<file path="src/sv/gpg_pkg.sv">
// ----------------------------------------------------------------------------
// gpg_pkg
// Shared types, constants and helpers of the grid potential gradient block.
// ----------------------------------------------------------------------------
package gpg_pkg;

    localparam int MAX_NX_DEF  = 256;
    localparam int MAX_NY_DEF  = 256;
    localparam int SW          = 32;            // sample width
    localparam int LANES       = 3;             // rows kept, one lane per row slot
    localparam int WORD_W      = SW * LANES;    // one memory word holds a column
    localparam int OFIFO_DEPTH = 4;

    // configuration register indexes
    localparam logic [1:0] REG_GRID_NX    = 2'd0;
    localparam logic [1:0] REG_GRID_NY    = 2'd1;
    localparam logic [1:0] REG_INV_TWO_DX = 2'd2;
    localparam logic [1:0] REG_INV_TWO_DY = 2'd3;

    // difference stencil: one-sided at the start, central, one-sided at the end
    typedef enum logic [1:0] {
        DT_START   = 2'd0,
        DT_CENTRAL = 2'd1,
        DT_END     = 2'd2
    } diff_t;

    typedef struct packed {
        logic [1:0] rot;
        logic [1:0] yslot;
        diff_t      xtype;
        diff_t      ytype;
        logic [7:0] x_index;
        logic [7:0] y_index;
        logic       last;
        logic       frame;
    } task_t;

    typedef struct packed {
        logic [7:0]        x_index;
        logic [7:0]        y_index;
        logic signed [31:0] e_x;
        logic signed [31:0] e_y;
        logic              last;
        logic              frame;
    } result_t;

    // (s + k) mod 3 for row slots
    function automatic logic [1:0] slot_add(logic [1:0] s, logic [1:0] k);
        logic [2:0] t;
        t = {1'b0, s} + {1'b0, k};
        return (t >= 3'd3) ? 2'(t - 3'd3) : t[1:0];
    endfunction

    function automatic logic signed [SW-1:0] lane_of(logic [WORD_W-1:0] w, logic [1:0] s);
        logic signed [SW-1:0] v;
        unique case (s)
            2'd0:    v = w[0*SW +: SW];
            2'd1:    v = w[1*SW +: SW];
            default: v = w[2*SW +: SW];
        endcase
        return v;
    endfunction

endpackage

</file>
<file path="src/sv/gpg_out_fifo.sv">
// ----------------------------------------------------------------------------
// gpg_out_fifo
// Small result queue between the datapath and the result channel.
// ----------------------------------------------------------------------------
module gpg_out_fifo
    import gpg_pkg::*;
(
    input  logic    aclk,
    input  logic    aresetn,
    input  logic    push,
    input  result_t push_data,
    input  logic    pop,
    output logic    valid,
    output result_t data
);

    localparam int PW = $clog2(OFIFO_DEPTH);
    localparam int CW = $clog2(OFIFO_DEPTH + 1);

    result_t       entry_reg [OFIFO_DEPTH];
    logic [PW-1:0] wr_ptr_reg;
    logic [PW-1:0] rd_ptr_reg;
    logic [CW-1:0] count_reg;

    always_ff @(posedge aclk) begin
        if (push) entry_reg[wr_ptr_reg] <= push_data;
    end

    always_ff @(posedge aclk) begin
        if (!aresetn) begin
            wr_ptr_reg <= '0;
            rd_ptr_reg <= '0;
            count_reg  <= '0;
        end else begin
            if (push) wr_ptr_reg <= wr_ptr_reg + PW'(1);
            if (pop)  rd_ptr_reg <= rd_ptr_reg + PW'(1);
            if (push && !pop)      count_reg <= count_reg + CW'(1);
            else if (!push && pop) count_reg <= count_reg - CW'(1);
        end
    end

    assign valid = (count_reg != '0);
    assign data  = entry_reg[rd_ptr_reg];

endmodule

</file>
<file path="config.mk">
export PLATFORM = sky130hd
export DESIGN_NAME = gpg_out_fifo
export DESIGN_NICKNAME = d
export VERILOG_FILES = /design/src/sv/gpg_pkg.sv /design/src/sv/gpg_out_fifo.sv
export SDC_FILE = /design/constraint.sdc
export NUM_CORES = 1
export LEC_CHECK = 0
export BUFFER_PORTS_ARGS = -buffer_cell sky130_fd_sc_hd__clkbuf_2
export CAP_MARGIN = 20
export CORE_MARGIN = 4
export CORE_UTILIZATION = 50
export CTS_CLUSTER_SIZE = 10
export DETAILED_ROUTE_END_ITERATION = 10
export MAX_ROUTING_LAYER = met4
export PLACE_DENSITY = 0.79
export SYNTH_ARGS = -nofsm -noshare
export SYNTH_HDL_FRONTEND = slang
export SYNTH_SLANG_ARGS = --single-unit
</file>
<file path="constraint.sdc">
create_clock -name aclk -period 3.5 [get_ports aclk]
set_input_delay 0.175 -clock aclk [delete_from_list [all_inputs] [get_ports aclk]]
set_output_delay 0.175 -clock aclk [all_outputs]
set_load 0.1 [all_outputs]
</file>
==> summary.md, run 1 <==
| Metric | Value |
|---|---|
| # IOs | 169 |
| Leading area contributor after synthesis | edfxtp_1 |
| Synth area leaders | edfxtp_1, mux4_2, dfxtp_1 |
| # placed instances | 951 |
| DIE AREA | 27,290 µm² |
| Mux cell area share after synthesis | 15.14% |
| Max cap viols | 0 |
| Initial antenna violation count | 4 |
| Max frequency | 362.6 MHz |
| P_sw | 0.002983 W |
| Clock power share | 35.1% |
| IO Port Bufs | 168 |
| Leakage | 5.330 nW |
| Clk_skew | 0.009315 ns |
| GPL Wtd Cong | 0.7210 |
| Simple-Gate Fraction of Synth Area | 0.6887% |
| Drt total wl | 23,690 µm |
| Syn_area_per_cell | 26.29 µm² |
| Initial Util | 50.80% |
| Die width | 165.2 µm |
| Drt wl/cell | 21.57 µm |
| EDFF count, synth | 328 |
| Largest net degree at the start of global routing | 83 |
| Total core area | 24,320 µm² |
| Num CTS Buffers | 40 |
| H-tree levels | 2 |
| Worst hold start | pop |
| Compound-Gate Fraction of Synth Area | 0.1013% |
| Post-route ant nets | 0 |
| Yosys warning total | 0 |
| Worst path bufs/invs | 2 |
| CTS max path bufs | 3 |
| Synth Register Bits | 337 |
| Min cycle time layout | 2.758 ns |
| Status | completed |
| CP delay by family, top | flip-flops |
| Critical Path RT | 3.32 ns |
| Total track usage | 18.30% |
| Site Rows | 57 |
| DRC | 0 |
| Final setup viols | 0 |
| DP Wirelength | 13,710 µm |
| Slowest cell delay on critical path | 0.72 ns |
| Yosys cell types | 20 |
| Synth top cells by count | edfxtp_1, mux4_2, and2_1, dfxtp_1 |
| Non-filler cells, final | 1,098 |
| Syn nets | 562 |
| Setup TNS | 0 ns |
| Root buffer cell | clkbuf_16 |
| Sw frac | 29.12% |
| Sequential share of the synthesized area | 81.18% |
| Clock transition at the registers of the reported paths | 0.05 ns |
| Actual slew at the worst max-slew pin | 0.6361 ns |
| Area Growth Syn to Fin | 25.63% |
| Total of fill cells in the finished design | 1,608 |
| Fin. max-slew vios | 0 |
| Unrepaired setup endpoints after global routing | no |
| Layout net count | 844 |
| Hold Violations, Final | 0 |
| Async SR Flop Fraction | 0% |
| Slew margin rel. | 57.59% |
| Clock Latency Late Sink | 0.50 ns |
| Internal power | 0.007260 W |
| Worst Setup End Kind | primary output |
| Worst VDD drop | 545.3 µV |
| CP cell instances | buf_12 > mux4_2 > clkbuf_2 |
| Max Fanout on Critical Path | 33 |
| Mapped Area | 12,350 µm² |
| PostCTS Resize Cnt | 0 |
| Drt initial violations | 547 |
| Worst path slowest cell | dfxtp_4 |
| Vias/cell | 5.340 |
| DRT Pass-1 Iters | 4 |
| Post-synth top area share | 79.72% |
| Main combinational cell family by area after synthesis | multiplexers |
| Share of cells above drive strength 1 | 39.87% |
| Vias in the first global route | 6,514 |
| First-pass GRT wire length | 36,690 µm |
| Grt ovf | 0 |
| Final Cycle Share | 78.80% |
| Die height | 165.2 µm |
| Adder-Cell Fraction of Synth Area | 0.6684% |
| Most frequent cell after synthesis | edfxtp_1 |
| Reg power frac | 46.1% |
| Synthesized instance count | 470 |
| CP Launch Type | flip-flop |
| WS Path Type | reg -> out |
| Comb pwr share | 18.8% |
| Pwr/cell area | 659.9 nW/µm² |
| Crit Reg-Reg Startpoint | wr_ptr_reg[0] |
| XOR/XNOR share of the synthesized area | 0.3545% |
| Max reg flops | 328 |
| Synth Flop Type | edfxtp_1 |
| Via Count | 5,863 |
| Crit path arrival time | 2.58 ns |
| Clock sinks | 337 |
| Hold crit path type | in -> reg |
| CTS tree | done |
[worst paths after layout]
check | endpoint | slack (ns) | cells past startpoint
max | data[68] | 0.74 | 3
min | flip-flop | 0.05 | 3
max reg2reg | entry_reg[2][78] | 1.61 | 4
min reg2reg | count_reg[2] | 0.50 | 2
[power by group through the flow]
stage          Combinational, W  Sequential, W  Clock, W
4_1_cts                 0.00194        0.00473   0.00369
3_3_place_gp            0.00183        0.00479         0
3_5_place_dp            0.00186        0.00481         0
6_report                0.00192        0.00472   0.00360
2_1_floorplan           0.00159        0.00476         0
5_1_grt                 0.00200        0.00474   0.00387
[kinds of logic after synthesis]
kind of cell,after synthesis
compound gates,2
xor+xnor,5
fa+ha+maj,6
buf+inv,22
flops,337
mux,84
simple gates,14
[layer usage]
metal	global-route usage (%)	up-vias	part of all wire, %
met2	29.62	209	51
li1	-	2581	-
met4	5.822	0	2.5
met1	23.51	3030	40
met3	4.046	43	5.8
met5	-	-	0
[metrics by stage]
step | power [W] | setup WS (ns) | cell area [µm²] | util (%) | hold slack [ns]
2_1_floorplan | 0.006348 | 0.6018 | 12350 | - | 0.2739
3_5_place_dp | 0.006666 | 1.217 | 13540 | 55.69 | 0.3967
3_3_place_gp | 0.006618 | 1.225 | 13540 | 55.69 | 0.3873
4_1_cts | 0.01035 | 0.6454 | 15510 | 63.78 | 0.01679
6_report | 0.01024 | 0.7420 | 15520 | 63.82 | 0.05184
5_1_grt | 0.01061 | 0.5781 | 15520 | 63.82 | 0.05334
[layout make-up]
class / count / area [µm²] / area share, %
Clock inverter: 3 / 30.03 / 0.1935
Multi-Input combinational cell: 111 / 2105 / 13.56
Inverter: 4 / 15.01 / 0.09674
Sequential cell: 337 / 10040 / 64.67
Timing Repair Buffer: 258 / 1812 / 11.67
Tap cell: 324 / 405.4 / 2.612
Clock buffer: 57 / 1107 / 7.134
Antenna cell: 4 / 10.01 / 0.06449
[worst reg2reg max path, cell delays in order, from the launching register on]
cell and delay, ns:
dfxtp_1 0.34, inv_1 0.10, ha_1 0.17, and2_4 0.55, buf_12 0.36
[cell usage in the layout, fill, tap and decap left out, drive strengths merged]
cell type / n
edfxtp: 328
clkbuf: 225
dlygate4sd3: 83
mux4: 82
dfxtp: 9
and2: 9
buf: 7
ha: 5
inv: 5
diode: 4
xor2: 3
or3: 2
xnor2: 2
mux2i: 2
nor2b: 2
clkinv: 2
nand2: 1
o21ai: 1
a21boi: 1
fa: 1
[repair_timing]
| item | CTS | global route |
|---|---|---|
| hold buffers | 83 | 0 |
| setup buffers | 0 | 0 |
| hold endpoints to repair | 337 | 0 |
Note: power is estimated with default switching activity, not from simulation.
==> run 2: changes to the inputs <==
PLACE_DENSITY = 0.82   (was 0.79)
clock period = 2.33 ns   (was 3.5 ns; I/O delays follow)
==> run 2 against run 1 <==
Against the previous run: worst setup slack worse by 0.65 ns; combinational power up 58%; die area unchanged; sequential power up 50%; sequential share of layout area down 0.72 points; critical endpoint is now data[18].
==> summary.md, run 2 (same netlist as run 1, synthesis figures left out) <==
| Metric | Value |
|---|---|
| Grt met2 use | 32.28% (+2.7 points) |
| Grt ovf | 0 (unchanged) |
| Clock sinks | 337 (unchanged) |
| Non-filler cells, final | 1,094 (-0.36%) |
| Vias in the first global route | 6,561 (+0.72%) |
| Leakage | 5.387 nW (+1.1%) |
| Die height | 165.2 µm (unchanged) |
| DP Wirelength | 14,330 µm (+4.5%) |
| Max cap viols | 0 (unchanged) |
| Status | completed |
| Most frequent cells in the layout | edfxtp_1, clkbuf_2, dlygate4sd3_1 |
| Area Growth Syn to Fin | 27.04% |
| Total of fill cells in the finished design | 1,579 (-1.8%) |
| Max Fanout on Critical Path | 33 (unchanged) |
| Via Count | 5,881 (+0.31%) |
| Clock Latency Late Sink | 0.49 ns (about the same) |
| CTS tree | done |
| Final core occ | 64.54% (+0.72 points) |
| Slew margin rel. | 62.53% (+4.9 points) |
| # placed instances | 958 (+0.74%) |
| Actual slew at the worst max-slew pin | 0.5644 ns (-0.07168 ns) |
| Initial Util | 50.80% (unchanged) |
| Critical Path RT | 2.21 ns (-1.11 ns) |
| H-tree levels | 2 (unchanged) |
| Hold_ws | 0.05059 ns (-0.001249 ns) |
| Final Cycle Share | 95.94% |
| Clk_skew | 0.01282 ns (+0.003507 ns) |
| Post-route ant nets | 0 (unchanged) |
| CP cell instances | buf_12 > mux4_2 > clkbuf_2 |
| Setup TNS | 0 ns (unchanged) |
| Max reg flops | 328 (unchanged) |
| Worst path slowest cell | mux4_2 |
| Slowest cell delay on critical path | 0.56 ns (-0.16 ns) |
| WS Path Type | reg -> out |
| DIE AREA | 27,290 µm² (unchanged) |
| Clock transition at the registers of the reported paths | 0.06 ns (about the same) |
| Total track usage | 18.85% (+0.54 points) |
| Drt initial violations | 507 (-7.3%) |
| Crit path arrival time | 2.12 ns (-0.46 ns) |
| Fin. max-slew vios | 0 (unchanged) |
| Die width | 165.2 µm (unchanged) |
| IO Port Bufs | 168 (unchanged) |
| Worst Setup End Kind | primary output |
| First-pass GRT wire length | 37,560 µm (+2.4%) |
| Unrepaired setup endpoints after global routing | no |
| Largest net degree at the start of global routing | 50 (-40%) |
| Site Rows | 57 (unchanged) |
| Vias/cell | 5.376 (+0.67%) |
| Drt wl/cell | 22.28 µm (+3.3%) |
| Reg2Reg Depth | 4 (unchanged) |
| GPL Wtd Cong | 0.7164 (-0.64%) |
| # IOs | 169 (unchanged) |
| Initial antenna violation count | 1 (-3) |
| DRT Pass-1 Iters | 6 (+2) |
| Hold-critical path depth | 3 (unchanged) |
| Drt total wl | 24,370 µm (+2.9%) |
| Routing usage on met3 | 3.698% (-0.35 points) |
| Root buffer cell | clkbuf_16 |
| Pwr/cell area | 974.5 nW/µm² (+48%) |
| Min setup slack post-route | 0.09471 ns (-0.6472 ns) |
| Busiest grt layer | met2 |
| Worst VDD drop | 751.4 µV (+38%) |
| Num CTS Buffers | 39 (-2.5%) |
| Final setup viols | 0 (unchanged) |
| Hold Violations, Final | 0 (unchanged) |
| Layout net count | 852 (+0.95%) |
| CP Launch Type | flip-flop |
| Share of cells above drive strength 1 | 40.57% (+0.70 points) |
| Max frequency | 447.4 MHz |
| Hold crit path type | in -> reg |
| Min cycle time layout | 2.235 ns |
| Reg2reg setup slack | 0.61 ns (-1.00 ns) |
| DRC | 0 (unchanged) |
| Met1 GRT Util | 23.64% (+0.12 points) |
| Total core area | 24,320 µm² (unchanged) |
| Most common cell after layout, fill and taps aside | edfxtp_1 |
| Pre-CTS setup slack | 0.4488 ns (-0.7684 ns) |
| CTS max path bufs | 3 (unchanged) |
==> run 2: cell count changes in the layout (fill, tap and decap cells not counted), moves of 3 or more <==
cell | previous run | this run
diode_2 | 4 | 1
clkbuf_2 | 168 | 113
clkbuf_4 | 0 | 32
buf_4 | 0 | 18
buf_12 | 7 | 10
clkbuf_1 | 15 | 8
buf_2 | 0 | 8
==> run 2: worst max-delay path, delay by kind of cell (launching register included) <==
kind,cells,cell delay [ns]
buffers and inverters,2,0.66
flip-flops,1,0.38
multiplexers,1,0.56
==> run 2: cell type report <==
| class | count | area, µm² | share of cell area [%] |
|---|---|---|---|
| Sequential cell | 337 | 10040 | 63.95 |
| Clock buffer | 50 | 1070 | 6.816 |
| Inverter | 4 | 15.01 | 0.09566 |
| Timing Repair Buffer | 267 | 2061 | 13.13 |
| Antenna cell | 1 | 2.502 | 0.01594 |
| Tap cell | 324 | 405.4 | 2.583 |
| Multi-Input combinational cell | 111 | 2105 | 13.41 |
==> run 2: power by group <==
| part | switching (W) | internal, W |
|---|---|---|
| Combinational | 0.00226 | 0.000765 |
| Clock | 0.00205 | 0.00316 |
| Sequential | 0.0000895 | 0.00697 |
| Total | 0.00440 | 0.0109 |
==> run 2: layer usage <==
layer / vias to the layer above / share of wire [%]
li1: 2583 / -
met1: 3088 / 39
met2: 174 / 54
met3: 36 / 5.2
met4: 0 / 1.7
met5: - / 0
==> run 2: path summary, 6_finish.rpt <==
check | start | to
worst max-delay path | flip-flop | data[18]
worst min-delay path | push | wr_ptr_reg[1]
worst max register to register | wr_ptr_reg[1] | entry_reg[1][65]
worst min register to register | count_reg[2] | count_reg[2]
==> run 2: metrics by stage <==
step / power [W] / cell area, µm²
after floorplan: 0.009525 / 12360
after global placement: 0.009963 / 13650
after detailed placement: 0.01003 / 13650
after CTS: 0.01542 / 15680
after global routing: 0.01584 / 15700
final: 0.01529 / 15700
==> run 2: what timing repair did <==
action	CTS	global route
endpoints found under the hold margin	337	0
buffers inserted	0	1
endpoints found under the setup margin	49	46
gates resized for setup	47	22
hold buffers	84	0
